<file path="config.mk">
export PLATFORM = sky130hd
export DESIGN_NAME = manchester_ir_frame_transmitter
export DESIGN_NICKNAME = d
export VERILOG_FILES = /design/src/sv/mirt_pkg.sv /design/src/sv/mirt_step.sv /design/src/sv/manchester_ir_frame_transmitter.sv
export SDC_FILE = /design/constraint.sdc
export NUM_CORES = 1
export LEC_CHECK = 0
export ABC_AREA = 1
export BUFFER_PORTS_ARGS = -buffer_cell sky130_fd_sc_hd__buf_2
export CORE_MARGIN = 3
export CORE_UTILIZATION = 45
export DETAILED_ROUTE_END_ITERATION = 12
export GPL_ROUTABILITY_DRIVEN = 1
export GPL_TIMING_DRIVEN = 0
export HOLD_SLACK_MARGIN = 0.05
export PLACE_DENSITY_LB_ADDON = 0.08
export SLEW_MARGIN = 25
export SYNTH_ARGS = -nofsm -noshare
export SYNTH_HDL_FRONTEND = slang
export SYNTH_SLANG_ARGS = --single-unit
</file>
<file path="constraint.sdc">
create_clock -name i_clk -period 3.45 [get_ports i_clk]
set_clock_uncertainty 0.15 [all_clocks]
set_input_delay 0.1725 -clock i_clk [delete_from_list [all_inputs] [get_ports i_clk]]
set_output_delay 0.1725 -clock i_clk [all_outputs]
set_load 0.01 [all_outputs]
</file>
<file path="src/sv/mirt_pkg.sv">
// Package for the Manchester IR frame transmitter.
// Item types, register indexes and default settings. No dependencies.
package mirt_pkg;

    localparam int MIRT_FRAME_BITS = 14;
    localparam int MIRT_CODE_W     = 16;
    localparam int MIRT_PERIOD_W   = 16;

    localparam logic [MIRT_PERIOD_W-1:0] MIRT_REPEAT_RESET = 16'd1000;
    localparam logic [MIRT_PERIOD_W-1:0] MIRT_HALF_RESET   = 16'd16;

    typedef enum logic {
        CFG_REPEAT_PERIOD   = 1'b0,
        CFG_HALF_BIT_PERIOD = 1'b1
    } t_cfg_index;

    typedef enum logic {
        OP_TICK  = 1'b0,
        OP_WRITE = 1'b1
    } t_op;

    typedef struct packed {
        logic                   operation;
        logic [MIRT_CODE_W-1:0] command;
    } t_in_item;

    typedef struct packed {
        logic carrier_on;
        logic busy_res;
    } t_out_item;

endpackage

</file>
<file path="src/sv/mirt_step.sv">
// Next-state logic of the Manchester IR frame transmitter for one item.
// Depends on mirt_pkg.
module mirt_step #(
    parameter int FRAME_BITS = mirt_pkg::MIRT_FRAME_BITS,
    parameter int IW         = $clog2(2 * FRAME_BITS + 1)
) (
    input  mirt_pkg::t_in_item                    i_item,
    input  logic [mirt_pkg::MIRT_PERIOD_W-1:0]    i_repeat_period,
    input  logic [mirt_pkg::MIRT_PERIOD_W-1:0]    i_half_bit_period,
    input  logic [mirt_pkg::MIRT_CODE_W-1:0]      i_pending,
    input  logic [mirt_pkg::MIRT_PERIOD_W-1:0]    i_repeat_count,
    input  logic [mirt_pkg::MIRT_PERIOD_W-1:0]    i_half_count,
    input  logic [FRAME_BITS-1:0]                 i_frame,
    input  logic [IW-1:0]                         i_half_index,
    input  logic                                  i_sending,
    input  logic                                  i_carrier,
    output logic [mirt_pkg::MIRT_CODE_W-1:0]      o_pending,
    output logic [mirt_pkg::MIRT_PERIOD_W-1:0]    o_repeat_count,
    output logic [mirt_pkg::MIRT_PERIOD_W-1:0]    o_half_count,
    output logic [FRAME_BITS-1:0]                 o_frame,
    output logic [IW-1:0]                         o_half_index,
    output logic                                  o_sending,
    output logic                                  o_carrier
);
    import mirt_pkg::*;

    localparam logic [IW-1:0] LastIdx = IW'(2 * FRAME_BITS);

    logic [MIRT_PERIOD_W-1:0] rc_dec;
    logic [MIRT_PERIOD_W-1:0] hc_dec;
    logic                     do_advance;
    logic [FRAME_BITS-1:0]    adv_frame;
    logic [IW-1:0]            adv_index;

    assign rc_dec = (i_repeat_count != '0) ? i_repeat_count - 1'b1 : '0;
    assign hc_dec = (i_half_count != '0) ? i_half_count - 1'b1 : '0;

    always_comb begin
        o_pending      = i_pending;
        o_repeat_count = i_repeat_count;
        o_half_count   = i_half_count;
        o_frame        = i_frame;
        o_half_index   = i_half_index;
        o_sending      = i_sending;
        o_carrier      = i_carrier;
        do_advance     = 1'b0;
        adv_frame      = i_frame;
        adv_index      = i_half_index;

        if (i_item.operation == OP_WRITE) begin
            o_pending = i_item.command;
        end else begin
            o_repeat_count = rc_dec;
            o_half_count   = hc_dec;
            if (i_sending) begin
                do_advance = (hc_dec == '0);
            end else if (rc_dec == '0) begin
                o_repeat_count = i_repeat_period;
                o_half_count   = '0;
                o_pending      = '0;
                if (i_pending != '0) begin
                    do_advance = 1'b1;
                    adv_frame  = i_pending[FRAME_BITS-1:0];
                    adv_index  = '0;
                    o_sending  = 1'b1;
                end
            end
        end

        // current bit sits in frame[0]; frame shifts after each second half
        if (do_advance) begin
            if (adv_index >= LastIdx) begin
                o_carrier    = 1'b0;
                o_sending    = 1'b0;
                o_half_index = '0;
                o_frame      = adv_frame;
            end else begin
                o_carrier    = adv_frame[0] ? adv_index[0] : ~adv_index[0];
                o_half_count = i_half_bit_period;
                o_half_index = adv_index + 1'b1;
                o_frame      = adv_index[0] ? (adv_frame >> 1) : adv_frame;
            end
        end
    end

endmodule

</file>
<file path="src/sv/manchester_ir_frame_transmitter.sv">
// Top level of the Manchester IR frame transmitter.
// Holds settings, frame state and the result register; uses mirt_pkg, mirt_step.
//
// Each item (a tick or a command write) yields one result item: carrier
// level and busy flag after the item. A new item is taken every cycle while
// the result register is empty or being emptied; the state update between
// input and result register is combinational.
// Frames carry FRAME_BITS code bits, LSB first, two Manchester halves per bit.
module manchester_ir_frame_transmitter #(
    parameter int FRAME_BITS = mirt_pkg::MIRT_FRAME_BITS
) (
    input  logic                                i_clk,
    input  logic                                i_rst_n,
    input  logic                                i_in_valid,
    output logic                                o_in_ready,
    input  mirt_pkg::t_in_item                  i_in_item,
    output logic                                o_out_valid,
    input  logic                                i_out_ready,
    output mirt_pkg::t_out_item                 o_out_item,
    input  logic                                i_cfg_we,
    input  mirt_pkg::t_cfg_index                i_cfg_index,
    input  logic [mirt_pkg::MIRT_PERIOD_W-1:0]  i_cfg_data
);
    import mirt_pkg::*;

    localparam int IW = $clog2(2 * FRAME_BITS + 1);

    logic [MIRT_PERIOD_W-1:0] r_repeat_period;
    logic [MIRT_PERIOD_W-1:0] r_half_bit_period;
    logic [MIRT_CODE_W-1:0]   r_pending, n_pending;
    logic [MIRT_PERIOD_W-1:0] r_repeat_count, n_repeat_count;
    logic [MIRT_PERIOD_W-1:0] r_half_count, n_half_count;
    logic [FRAME_BITS-1:0]    r_frame, n_frame;
    logic [IW-1:0]            r_half_index, n_half_index;
    logic                     r_sending, n_sending;
    logic                     r_carrier, n_carrier;
    logic                     r_out_valid;
    t_out_item                r_out_item;
    logic                     accept;

    assign o_in_ready  = ~r_out_valid | i_out_ready;
    assign accept      = i_in_valid & o_in_ready;
    assign o_out_valid = r_out_valid;
    assign o_out_item  = r_out_item;

    mirt_step #(
        .FRAME_BITS (FRAME_BITS),
        .IW         (IW)
    ) u_step (
        .i_item            (i_in_item),
        .i_repeat_period   (r_repeat_period),
        .i_half_bit_period (r_half_bit_period),
        .i_pending         (r_pending),
        .i_repeat_count    (r_repeat_count),
        .i_half_count      (r_half_count),
        .i_frame           (r_frame),
        .i_half_index      (r_half_index),
        .i_sending         (r_sending),
        .i_carrier         (r_carrier),
        .o_pending         (n_pending),
        .o_repeat_count    (n_repeat_count),
        .o_half_count      (n_half_count),
        .o_frame           (n_frame),
        .o_half_index      (n_half_index),
        .o_sending         (n_sending),
        .o_carrier         (n_carrier)
    );

    always_ff @(posedge i_clk) begin
        if (!i_rst_n) begin
            r_repeat_period   <= MIRT_REPEAT_RESET;
            r_half_bit_period <= MIRT_HALF_RESET;
        end else if (i_cfg_we) begin
            unique case (i_cfg_index)
                CFG_REPEAT_PERIOD:   r_repeat_period   <= i_cfg_data;
                CFG_HALF_BIT_PERIOD: r_half_bit_period <= i_cfg_data;
                default:             r_repeat_period   <= r_repeat_period;
            endcase
        end
    end

    always_ff @(posedge i_clk) begin
        if (!i_rst_n) begin
            r_pending      <= '0;
            r_repeat_count <= '0;
            r_half_count   <= '0;
            r_frame        <= '0;
            r_half_index   <= '0;
            r_sending      <= 1'b0;
            r_carrier      <= 1'b0;
            r_out_valid    <= 1'b0;
        end else begin
            if (accept) begin
                r_pending      <= n_pending;
                r_repeat_count <= n_repeat_count;
                r_half_count   <= n_half_count;
                r_frame        <= n_frame;
                r_half_index   <= n_half_index;
                r_sending      <= n_sending;
                r_carrier      <= n_carrier;
                r_out_valid    <= 1'b1;
            end else if (i_out_ready) begin
                r_out_valid    <= 1'b0;
            end
        end
    end

    always_ff @(posedge i_clk) begin
        if (accept) begin
            r_out_item.carrier_on <= n_carrier;
            r_out_item.busy_res   <= n_sending;
        end
    end

    a_carrier_only_busy: assert property (@(posedge i_clk) disable iff (!i_rst_n)
        !r_sending |-> !r_carrier)
        else $error("carrier on while idle");

    a_index_idle: assert property (@(posedge i_clk) disable iff (!i_rst_n)
        !r_sending |-> (r_half_index == '0))
        else $error("half index not cleared while idle");

    a_result_follows: assert property (@(posedge i_clk) disable iff (!i_rst_n)
        accept |=> (o_out_valid && o_out_item.busy_res == $past(n_sending)))
        else $error("result item missing after accept");

endmodule

</file>
# Word level (Yosys, flattened, before mapping)
# Cells that the tools add are included.
# W data, S select, Z words.
dict set report word_totals {
  out_inout_bits 4
  in_bits 39
  register_bits 104
}
dict set report op_classes {
  muxes 36
  eq_ne 1
  n_reduce_logical 12
  n_lt_le_gt_ge 1
  add_sub_neg 3
  bitwise 6
}
# operator n
set ops {}
lappend ops {{$mux W16} 12}
lappend ops {{$mux W14} 6}
lappend ops {{$reduce_bool A16 Y1} 3}
lappend ops {{$logic_not A16 Y1} 2}
lappend ops {{$sub A16 B1 Y16 const B} 2}
lappend ops {{$mux W5} 5}
lappend ops {{$mux W1} 13}
lappend ops {{$reduce_and A2 Y1} 4}
lappend ops {{$add A5 B1 Y5 const B} 1}
lappend ops {{$ge A5 B5 Y1 const B} 1}
lappend ops {{$not A1 Y1} 4}
lappend ops {{$reduce_bool A2 Y1} 2}
lappend ops {{$reduce_and A3 Y1} 1}
lappend ops {{$ne A2 B2 Y1 const B} 1}
lappend ops {{$and A1 B1 Y1} 1}
lappend ops {{$or A1 B1 Y1} 1}

# Depth between registers and ports, before layout
# Gate-level depths: netlist of the first run.
dict set report logic_depth {
  depth_word 10
  mapped_depth 20
  ltp_nobuf 19
}

# Hierarchy
# A second synthesis of the first run with hierarchy kept.
dict set report hier_totals {
  cells_unflattened 1279
  area_unflattened_um2 7454.6
}
# mod n_inst seq_area_each_um2 cells_each area_per_inst_um2
set by_module_without_submodules {}
lappend by_module_without_submodules {manchester_ir_frame_transmitter 1 2102.0 600 4284.1}
lappend by_module_without_submodules {mirt_step 1 0.0 679 3170.5}

# Least setup slack after synthesis of the first run
# Ideal clock, no wire load.
dict set report synth_path {
  kind {flip-flop to flip-flop}
  from {register r_repeat_count[0]}
  to {register r_half_index[2]}
  period_less_slack_ns 2.606
  slack_ns 0.844
  path_stages_with_launch 17
  arrival_ns 2.386
  cell_sequence {dfxtp_1 > inv_1 > ha_1 > nand2_2 > nor2_4 > nand2_4 > buf_6 > nand3_1 > nand3_1 > nor2_4 > nand4_4 > nand2_4 > inv_2 > ha_1 > xnor2_1 > nand2_1 > a21oi_1}
}
dict set report synth_between {
  elab_chain_cells 8
  word_cells_on_any_way 14
}
# item line_no
set synth_lines {}
lappend synth_lines {{start, declared} manchester_ir_frame_transmitter.sv:31} ;# logic [MIRT_PERIOD_W-1:0] r_repeat_count, n_repeat_count;
lappend synth_lines {{start signal, assigned} manchester_ir_frame_transmitter.sv:95} ;# r_repeat_count <= n_repeat_count;
lappend synth_lines {{$sub A16 B1 Y16 or $reduce_bool A16 Y1 (tied branches)} mirt_step.sv:35} ;# assign rc_dec = (i_repeat_count != '0) ? i_repeat_count - 1'b1 : '0;
lappend synth_lines {{$mux W16 (*)} mirt_step.sv:35}
lappend synth_lines {{$logic_not A16 Y1 (*)} mirt_step.sv:57} ;# end else if (rc_dec == '0) begin
lappend synth_lines {{$mux W5} mirt_step.sv:57}
lappend synth_lines {{$mux W5} mirt_step.sv:55} ;# if (i_sending) begin
lappend synth_lines {{$mux W5} mirt_step.sv:50} ;# if (i_item.operation == OP_WRITE) begin
lappend synth_lines {{$add A5 B1 Y5 or $ge A5 B5 Y1 (tied branches)} {mirt_step.sv:80, mirt_step.sv:72}}
lappend synth_lines {{$mux W5} mirt_step.sv:72} ;# if (adv_index >= LastIdx) begin
lappend synth_lines {{end signal, assigned} manchester_ir_frame_transmitter.sv:98} ;# r_half_index <= n_half_index;
lappend synth_lines {{end, declared} manchester_ir_frame_transmitter.sv:34} ;# logic [IW-1:0] r_half_index, n_half_index;
# Mark *: on every way between the ends. The rest lies on a longest branch, timed or not.
# A chain may end at the register's enable or synchronous reset.

# Worst setup path after layout of the first run
dict set report layout_path {
  from {register r_repeat_count[0]}
  to {register r_frame[1]}
}
dict set report layout_between {
  elab_chain_cells 8
  word_cells_on_any_way 17
}
# item line_no
set layout_lines {}
lappend layout_lines {{$sub A16 B1 Y16 or $reduce_bool A16 Y1 (tied branches)} mirt_step.sv:35}
lappend layout_lines {{$mux W16 (*)} mirt_step.sv:35}
lappend layout_lines {{$logic_not A16 Y1 (*)} mirt_step.sv:57}
lappend layout_lines {{$mux W5 or $mux W14 (tied branches)} mirt_step.sv:57}
lappend layout_lines {{$mux W5 or $mux W14 (tied branches)} mirt_step.sv:55}
lappend layout_lines {{$mux W5 or $mux W14 (tied branches)} mirt_step.sv:50}
lappend layout_lines {{$ge A5 B5 Y1 or $mux W14 (tied branches)} {mirt_step.sv:72, mirt_step.sv:81}}
lappend layout_lines {{$mux W14} mirt_step.sv:72}
lappend layout_lines {{end signal, assigned} manchester_ir_frame_transmitter.sv:97} ;# r_frame <= n_frame;
lappend layout_lines {{end, declared} manchester_ir_frame_transmitter.sv:33} ;# logic [FRAME_BITS-1:0] r_frame, n_frame;
# Marks and branches as above.

==> results of run 1 <==
logic make-up (layout without fill, tap and decap cells):
family / count (synthesis) / count (layout) / share of synthesized area
AOI/OAI and AO/OA: 178 / 178 / 0.158
xor gates and xnor gates: 9 / 9 / 0.0132
adders and majority gates: 5 / 5 / 0.0104
buffers and inverters: 154 / 244 / 0.103
DFF: 104 / 104 / 0.351
and+or+nand+nor: 495 / 495 / 0.365
worst max-delay path: stages, from the launching register on:
cell,delay (ns)
dfxtp_1,0.31
inv_1,0.17
ha_2,0.28
nand2_2,0.14
nor2_4,0.16
nand2_4,0.10
buf_6,0.16
nand3_1,0.14
nand3_1,0.14
nor2_4,0.16
nand4_4,0.21
o21ai_0,0.21
nand2_1,0.18
inv_1,0.23
nand3_1,0.11
nand2_1,0.07
inv_1,0.04
registers in the layout, indices dropped and copies added (netlist names):
register / flops
r_repeat_count: 16
r_sending: 1
r_half_count: 16
r_pending: 16
r_repeat_period: 16
r_half_index: 5
r_carrier: 1
r_half_bit_period: 16
r_frame: 14
o_out_valid: 1
o_out_item: 2
metal layers:
layer,up-vias,global-route usage,part of all wire
li1,3230,-,-
met1,2847,0.348,0.49
met3,31,0.0326,0.038
met2,148,0.382,0.45
met4,0,0.0903,0.023
met5,-,0,0
layout make-up:
class	instances	area [um^2]	share of cell area
multi-input cells	687	3280	0.465
flip-flops and latches	104	2100	0.298
repair buffers	75	546	0.0773
inverters	113	424	0.0601
clock buffers	12	258	0.0365
well taps	172	215	0.0305
plain buffers	41	193	0.0273
clock inverters	3	40.0	0.00567
per-stage QoR:
stage,setup slack [ns],total power (W)
3_3_place_gp,0.217,0.00632
6_report,0.373,0.00748
4_1_cts,0.191,0.00743
2_1_floorplan,0.844,0.00534
3_5_place_dp,0.208,0.00634
5_1_grt,0.0258,0.00834
placed cells by master (no fill, tap or decap), drive strengths merged, types with 3 or more instances in the layout:
cell type      n
ha             5
nand2        274
xnor2          3
buf           55
a21oi         93
dlygate4sd3   34
clkbuf        39
nor2          86
clkinv         3
nand3        110
o21bai         6
nor3           3
o21ai         67
inv          112
nand4         12
xor2           6
dfxtp        102
o211ai        10
nor4           5
where the power goes:
group          internal (W)  switching [W]
clock network      0.000601       0.000439
logic               0.00164        0.00319
registers           0.00139       0.000219
total               0.00364        0.00385
worst max path at each step:
stage / depth (start not counted) / slack (ns) / startpoint / endpoint
floorplan: 16 / 0.84 / r_repeat_count[0] / r_half_index[2]
global route: 19 / 0.03 / r_repeat_count[0] / r_half_count[14]
global placement: 16 / 0.22 / r_repeat_count[0] / r_pending[6]
detailed placement: 16 / 0.21 / r_repeat_count[0] / r_pending[7]
finish: 16 / 0.37 / r_repeat_count[0] / r_frame[1]
CTS: 16 / 0.19 / r_repeat_count[0] / r_pending[7]
repair_timing:
item | 4_1_cts | 5_1_grt
gates resized for setup | 0 | 3
endpoints found under the setup margin | 0 | 30
endpoints found under the hold margin | 49 | 0
hold buffers | 34 | 0
==> flow_metrics.tcl, run 1 <==
set metrics [dict create \
    critical_path.startpoint_type "register" \
    timing.critical_path.fanout_max 10 \
    grt.total_usage 0.246 \
    hold_violations 0 \
    placed_cell_area_um2 6410 \
    syn-mean-instance-area_um2 6.34 \
    routed_vias 6256 \
    leakage_nw 3.13 \
    initial_core_utilization 0.467 \
    number_of_global_route_vias_before_repair 5759 \
    globalRouteOverflowTotal 0 \
    min_delay_path_depth 4 \
    grt_setup_unrepaired "no" \
    final_min_period_over_clock_period 0.892 \
    syn-instance-count 945 \
    tns_ns 0 \
    max-cap-violations 0 \
    timing.slew.headroom 0.477 \
    postCtsSetupRepairBufs 0 \
    placed_cells_incl_taps 1158 \
    synth.yosys.seq_area_share 0.351 \
    post-route-min-period_ns 3.08 \
    post_dp_hpwl_mm 12.7 \
    fmaxAchievable_mhz 325 \
    area_contributors_post_synth "dfxtp_1, nand2_1, nand3_1, a21oi_1, inv_1" \
    full_die_area_um2 14700 \
    synth_area_um2 5990 \
    nNetsFinal 1075 \
    fill_cells 1346 \
    r2r-end "r_frame[1]" \
    antenna_found_initial 0 \
    num_io_pins 43 \
    worst-r2r-setup-slack_ns 0.37 \
    final_std_cell_area_no_fill_um2 7060 \
    detail_route.first_pass.iterations 5 \
    wire_length_of_the_first_global_routing_pass_mm 29.1 \
    detail_route.iter0.violations 456 \
    grt_start_max_net_pins 16 \
    clk_pin_slew_ns 0.07 \
    drive_above_1_share 0.0976 \
    post_drt_wl_per_cell_um 14.2 \
    worst_setup_path_end_kind "register" \
    yosys_register_bits 104 \
    final_util 0.550 \
    gpl.final_weighted_congestion 0.955 \
    clock_tree.htree_level_count 3 \
    post-synth-top-count-cell "nand2_1" \
    core_um2 12800 \
    remaining_drc_errors 0 \
    cts_root_buffer "clkbuf_16" \
    power.ir.vdd_worst_mv 0.907 \
    finalSetupViolCount 0 \
    cts.sink_count 104 \
    worst_pin_slew_ns 0.782 \
    cts_buffer_depth 2 \
    wl_mm 17.2 \
    postRouteAntennaNets 0 \
    yosysUniqueCellTypes 39 \
    rows 41 \
    number_of_enable_type_register_cells_in_the_synthesized_netlist 2 \
    cts_made_buffers 9 \
    ys_warn_count 0 \
    finalMaxSlewViolations 0 \
    post-synth-top-area-fraction 0.341 \
    finalNonFillerCells 1207 \
    async_reset_ff_frac 0 \
    die-width_um 121 \
    worstSkewPairLatency_ns 0.35 \
    crit_required_ns 3.55 \
    crit_arrival_ns 3.18 \
    tritoncts "yes" \
    reg2reg_from "r_repeat_count[0]" \
    reg2regPathDepth 16 \
    post_drt_via_cell_ratio 5.18 \
    area_delta_synth_final_pct 17.8 \
    port_buffers 41 \
    synth-main-ff-cell "dfxtp_1" \
    synth_nets 989 \
    fin_worst_hold_slack_ns 0.116 \
    criticalPathCategory "register to register" \
    netlist_top_cells_count "nand2_1, nand3_1, inv_1, dfxtp_1, a21oi_1" \
    outcome "finished clean" \
    worst_hold_startpoint "i_cfg_index" \
    netlist.top_cell.by_area "dfxtp_1" \
    antenna_fix_cells 0 \
    hold_path_class "input port to register" \
    p_per_area_nw_per_um2 1060 \
    height_of_the_die_um 121 \
    hold_end "r_repeat_period[15]" \
]
No activity file was read; power rests on OpenSTA's default activity.
==> run 2: changes to the inputs <==
--- a/config.mk
+++ b/config.mk
@@ -8,12 +8,12 @@
 export ABC_AREA = 1
 export BUFFER_PORTS_ARGS = -buffer_cell sky130_fd_sc_hd__buf_2
 export CORE_MARGIN = 3
-export CORE_UTILIZATION = 45
+export CORE_UTILIZATION = 25
 export DETAILED_ROUTE_END_ITERATION = 12
 export GPL_ROUTABILITY_DRIVEN = 1
 export GPL_TIMING_DRIVEN = 0
 export HOLD_SLACK_MARGIN = 0.05
-export PLACE_DENSITY_LB_ADDON = 0.08
+export PLACE_DENSITY = 0.48
 export SLEW_MARGIN = 25
 export SYNTH_ARGS = -nofsm -noshare
 export SYNTH_HDL_FRONTEND = slang
==> run 2 against run 1 <==
Combinational power is 2% higher. Total power is 1.4% higher. Die area is 76% higher. Sequential cell count stayed put. Hold slack got worse by 0.0077 ns. Via count is 1.6% lower. Routed wire length rose by 8.3%. Critical endpoint is now r_frame[13]. Largest cell class unchanged. Highest routed layer unchanged.
==> flow_metrics.tcl, run 2 (synthesis gave the netlist of run 1 again) <==
set metrics [dict create \
    rows 56 \
    post_dp_hpwl_mm 13.9 \
    finalMaxSlewViolations 0 \
    detail_route.first_pass.iterations 4 \
    routed_vias 6158 \
    globalRouteOverflowTotal 0 \
    wire_length_of_the_first_global_routing_pass_mm 30.6 \
    clk_pin_slew_ns 0.08 \
    antenna_fix_cells 0 \
    fmaxAchievable_mhz 318 \
    post-route-min-period_ns 3.14 \
    antenna_found_initial 0 \
    critical_path.startpoint_type "register" \
    mostFrequentLayoutCell "nand2_1" \
    outcome "finished clean" \
    full_die_area_um2 25900 \
    grt_start_max_net_pins 21 \
    hold_violations 0 \
    finalNonFillerCells 1358 \
    fill_cells 2673 \
    port_buffers 41 \
    grt_setup_unrepaired "no" \
    timing.critical_path.fanout_max 10 \
    drive_above_1_share 0.103 \
    post_drt_wl_per_cell_um 13.7 \
    number_of_global_route_vias_before_repair 5886 \
    postRouteAntennaNets 0 \
    leakage_nw 3.15 \
    remaining_drc_errors 0 \
    die-width_um 161 \
    wl_mm 18.6 \
    worstSkewPairLatency_ns 0.36 \
    cts_made_buffers 9 \
    gpl.final_weighted_congestion 0.851 \
    nNetsFinal 1078 \
    detail_route.iter0.violations 293 \
    tritoncts "yes" \
    final_min_period_over_clock_period 0.911 \
    worst_setup_path_end_kind "register" \
    post_drt_via_cell_ratio 4.53 \
    hold_path_class "input port to register" \
    area_delta_synth_final_pct 21.7 \
    clock_tree.htree_level_count 3 \
    cts_buffer_depth 2 \
    worst_pin_slew_ns 0.708 \
    p_per_area_nw_per_um2 1040 \
    initial_core_utilization 0.254 \
    tns_ns 0 \
    finalSetupViolCount 0 \
    cts.sink_count 104 \
    cts_root_buffer "clkbuf_16" \
    power.ir.vdd_worst_mv 0.590 \
    max-cap-violations 0 \
    placed_cells_incl_taps 1305 \
    grt.total_usage 0.146 \
    criticalPathCategory "register to register" \
    num_io_pins 43 \
    core_um2 23500 \
    crit_required_ns 3.52 \
    timing.slew.headroom 0.528 \
    crit_arrival_ns 3.21 \
    height_of_the_die_um 161 \
    layout_common_cells "nand2_1, nand3_1, inv_1, dfxtp_1, a21oi_1" \
]
[run 2: changes by cell type in the layout (fill, tap and decap cells not counted), moves of 2 or more]
cell	before	now
clkinv_4	0	3
buf_4	1	3
clkbuf_1	28	26
clkinv_2	2	0
clkinv_8	0	2
o21ai_0	62	60
o21ai_1	4	6
[run 2: routing by layer]
layer	routed length, um	global-route usage	vias up
li1	-	-	3236
met2	8460	0.239	102
met3	568	0.0240	24
met1	9230	0.198	2796
met4	333	0.0403	0
met5	0	0	-
[run 2: critical path, cell delays in order (launching register included)]
cell and delay (ns):
dfxtp_1 0.31, inv_1 0.17, ha_2 0.27, nand2_2 0.14, nor2_4 0.16, nand2_4 0.10, buf_6 0.16, nand2_1 0.08
nand2_1 0.06, nor2_1 0.19, nand2_1 0.10, nor2_2 0.09, nand4_2 0.21, nand2_4 0.22, inv_2 0.09, nor2_4 0.23
inv_2 0.14, nand2_1 0.08, a21oi_1 0.06
[run 2: repair_timing]
action | CTS | global route
setup endpoints to repair | 0 | 55
endpoints found under the hold margin | 48 | 0
hold buffers | 34 | 0
gates resized for setup | 0 | 7
buffers inserted | 0 | 3
[run 2: path summary, 6_finish.rpt]
kind                                             from               endpoint  slack [ns]  depth (start not counted)
worst max-delay path                r_repeat_count[0]            r_frame[13]        0.31                         18
worst min-delay path                      i_cfg_index    r_repeat_period[14]        0.11                          4
worst max register to register      r_repeat_count[0]            r_frame[13]        0.31                         18
worst min register to register  r_half_bit_period[15]  r_half_bit_period[15]        0.30                          2
[run 2: metrics by stage]
| stage | instance area [um^2] | setup slack, ns | hold slack [ns] | utilization | total power, W |
|---|---|---|---|---|---|
| final | 7290 | 0.307 | 0.108 | 0.310 | 0.00759 |
| after global routing | 7290 | 0.0208 | 0.140 | 0.310 | 0.00842 |
| after CTS | 7240 | 0.104 | 0.0985 | 0.307 | 0.00760 |
| after detailed placement | 6600 | 0.114 | 0.278 | 0.280 | 0.00646 |
| after global placement | 6600 | 0.146 | 0.265 | 0.280 | 0.00649 |
| after floorplan | 5990 | 0.844 | 0.149 | - | 0.00534 |
[run 2: area by class of cell]
| type | instances | area, um^2 | area share |
|---|---|---|---|
| Multi-Input combinational cell | 687 | 3280 | 0.451 |
| Sequential cell | 104 | 2100 | 0.288 |
| Timing Repair Buffer | 78 | 581 | 0.0797 |
| Inverter | 113 | 424 | 0.0582 |
| Tap cell | 319 | 399 | 0.0548 |
| Clock buffer | 9 | 225 | 0.0309 |
| Buffer | 41 | 195 | 0.0268 |
| Clock inverter | 7 | 77.6 | 0.0106 |
[run 2: report_power, final]
group,internal (W),leakage (nW),switching (W)
Clock,0.000513,0.143,0.000553
Sequential,0.00139,0.853,0.000215
Combinational,0.00164,2.16,0.00327
==> run 3: changes to the inputs <==
--- a/config.mk
+++ b/config.mk
@@ -7,13 +7,13 @@
 export LEC_CHECK = 0
 export ABC_AREA = 1
 export BUFFER_PORTS_ARGS = -buffer_cell sky130_fd_sc_hd__buf_2
-export CORE_MARGIN = 3
 export CORE_UTILIZATION = 25
 export DETAILED_ROUTE_END_ITERATION = 12
 export GPL_ROUTABILITY_DRIVEN = 1
 export GPL_TIMING_DRIVEN = 0
 export HOLD_SLACK_MARGIN = 0.05
 export PLACE_DENSITY = 0.48
+export RECOVER_POWER = 100
 export SLEW_MARGIN = 25
 export SYNTH_ARGS = -nofsm -noshare
 export SYNTH_HDL_FRONTEND = slang
==> constraint.sdc (replaced) <==
create_clock -name i_clk -period 4 [get_ports i_clk]
set_clock_uncertainty 0.15 [all_clocks]
set_input_delay 0.2 -clock i_clk [delete_from_list [all_inputs] [get_ports i_clk]]
set_output_delay 0.2 -clock i_clk [all_outputs]
set_load 0.01 [all_outputs]
==> run 3 against run 2 <==
Non-clock buffer count decreased by 4. Clock power decreased by 15%. Sequential power decreased by 14%. Count of clock-buffer cells in the layout unchanged. Critical endpoint unchanged.
==> flow_metrics.tcl, run 3 (synthesis gave the netlist of run 1 again) <==
set metrics [dict create \
    critPathMaxStageDelay_ns 0.37 \
    fmaxAchievable_mhz 285 \
    slowest_stage "nand2_1" \
    critical_path.startpoint_type "register" \
    p_per_area_nw_per_um2 905 \
    wl_mm 18.3 \
    postCtsHoldBufs 33 \
    p_clk_frac 0.140 \
    post_drt_wl_per_cell_um 13.5 \
    timing.critical_path.fanout_max 9 \
    port_buffers 41 \
    cts_buffer_depth 2 \
    crit_required_ns 4.07 \
    die-width_um 157 \
    critPathTopFamily "simple AND/OR/NAND/NOR gates" \
    hold_path_class "input port to register" \
    criticalPathCategory "register to register" \
    detail_route.iter0.violations 392 \
    r2r-end "r_frame[13]" \
    clk_pin_slew_ns 0.08 \
    post_dp_hpwl_mm 13.8 \
    setup.worst_path.start "r_repeat_count[0]" \
    worstSkewPairLatency_ns 0.36 \
    layout_common_cells "nand2_1, nand3_1, inv_1, dfxtp_1, a21oi_1" \
    post-route-min-period_ns 3.51 \
    num_io_pins 43 \
    cts_root_buffer "clkbuf_16" \
    final_util 0.307 \
    initial_core_utilization 0.255 \
    crit_path_frequent_cell "nand2_1" \
    tritoncts "yes" \
    post_drt_via_cell_ratio 4.55 \
    final_min_period_over_clock_period 0.876 \
    grt_setup_unrepaired "no" \
    globalRouteOverflowTotal 0 \
    path_buf_inv 4 \
    tns_ns 0 \
    crit_path_end "r_frame[13]" \
    p_int_w 0.00305 \
    mostFrequentLayoutCell "nand2_1" \
    remaining_drc_errors 0 \
    drive_above_1_share 0.0841 \
    number_of_global_route_vias_before_repair 5702 \
    timing.slew.headroom 0.461 \
    worst_pin_slew_ns 0.809 \
    full_die_area_um2 24600 \
    finalSetupViolCount 0 \
    fraction_of_power_spent_switching_nets 0.532 \
    total_switching_power_w 0.00347 \
    routed_vias 6166 \
    hold_violations 0 \
    antenna_found_initial 0 \
    core_um2 23500 \
    cp_cell_sequence "inv_1 > ha_1 > nand2_2 > nor2_1 > nand2_1 > nand3_1 > inv_1 > nor2_1 > nand2_1 > nor2_2 > nand4_2 > nand2_1 > inv_2 > nor2_2 > inv_2 > nand2_1 > a21oi_1" \
    detail_route.first_pass.iterations 5 \
    leakage_nw 3.10 \
    crit_arrival_ns 3.57 \
    cts_made_buffers 9 \
    reg2reg_from "r_repeat_count[0]" \
    outcome "finished clean" \
    postCtsSetupRepairBufs 0 \
    power.ir.vdd_worst_mv 0.707 \
    height_of_the_die_um 157 \
    worst-r2r-setup-slack_ns 0.49 \
    worst_setup_path_end_kind "register" \
    clock_tree.htree_level_count 3 \
    grt_start_max_net_pins 21 \
    nNetsFinal 1074 \
    wire_length_of_the_first_global_routing_pass_mm 29.6 \
    postCtsResizedCells 0 \
    rows 56 \
    gpl.final_weighted_congestion 0.839 \
    cts.sink_count 104 \
    cp.depth 17 \
    postRouteAntennaNets 0 \
    max-cap-violations 0 \
    area_delta_synth_final_pct 20.2 \
    antenna_fix_cells 0 \
    grt.total_usage 0.154 \
    finalMaxSlewViolations 0 \
    power_frac_seq 0.213 \
    reg2regPathDepth 17 \
    p_comb_frac 0.647 \
]
==> run 3: cell type report <==
| type | count | area, um^2 |
|---|---|---|
| Buffer | 41 | 186 |
| Clock buffer | 9 | 225 |
| Clock inverter | 7 | 78.8 |
| Fill cell | 2660 | 16300 |
| Inverter | 113 | 424 |
| Multi-Input combinational cell | 687 | 3260 |
| Sequential cell | 104 | 2100 |
| Tap cell | 319 | 399 |
| Timing Repair Buffer | 74 | 527 |
==> run 3: per-layer routing <==
metal,GRT usage,routed length [um],vias up
met5,0,0,-
met2,0.248,8210,113
met1,0.210,9350,2800
met4,0.0467,314,0
li1,-,-,3232
met3,0.0219,466,21
==> run 3: power groups by stage <==
stage	Clock (W)	Combinational (W)	Sequential [W]
after floorplan	0	0.00326	0.00135
after global placement	0	0.00420	0.00141
after detailed placement	0	0.00417	0.00141
after CTS	0.000945	0.00421	0.00139
after global routing	0.000980	0.00481	0.00141
final	0.000910	0.00422	0.00139
==> run 3: metrics by stage <==
stage | cells | setup WS [ns] | hold WS, ns | total power (W) | area, um^2
6_report | 1354 | 0.495 | 0.0874 | 0.00651 | 7200
3_3_place_gp | 1305 | 0.689 | 0.287 | 0.00561 | 6600
4_1_cts | 1354 | 0.666 | 0.0550 | 0.00655 | 7230
5_1_grt | 1354 | 0.172 | 0.107 | 0.00721 | 7200
3_5_place_dp | 1305 | 0.679 | 0.288 | 0.00558 | 6600
2_1_floorplan | 945 | 1.39 | 0.176 | 0.00461 | 5990
==> run 3: worst min-delay path by stage <==
| stage | from | to | cells after the start |
|---|---|---|---|
| after detailed placement | i_cfg_data[5] | r_repeat_period[5] | 3 |
| after CTS | i_out_ready | o_out_valid | 4 |
| after global placement | i_cfg_data[5] | r_repeat_period[5] | 3 |
| after floorplan | i_cfg_data[3] | r_repeat_period[3] | 2 |
| after global routing | i_out_ready | o_out_valid | 4 |
| final | i_out_ready | o_out_valid | 4 |
==> run 3: worst reg2reg max path, cell delays in order, from the launching register on <==
cell	delay (ns)
dfxtp_1	0.32
inv_1	0.18
ha_1	0.30
nand2_2	0.16
nor2_1	0.24
nand2_1	0.08
nand3_1	0.21
inv_1	0.07
nor2_1	0.19
nand2_1	0.09
nor2_2	0.09
nand4_2	0.18
nand2_1	0.37
inv_2	0.11
nor2_2	0.34
inv_2	0.16
nand2_1	0.09
a21oi_1	0.06
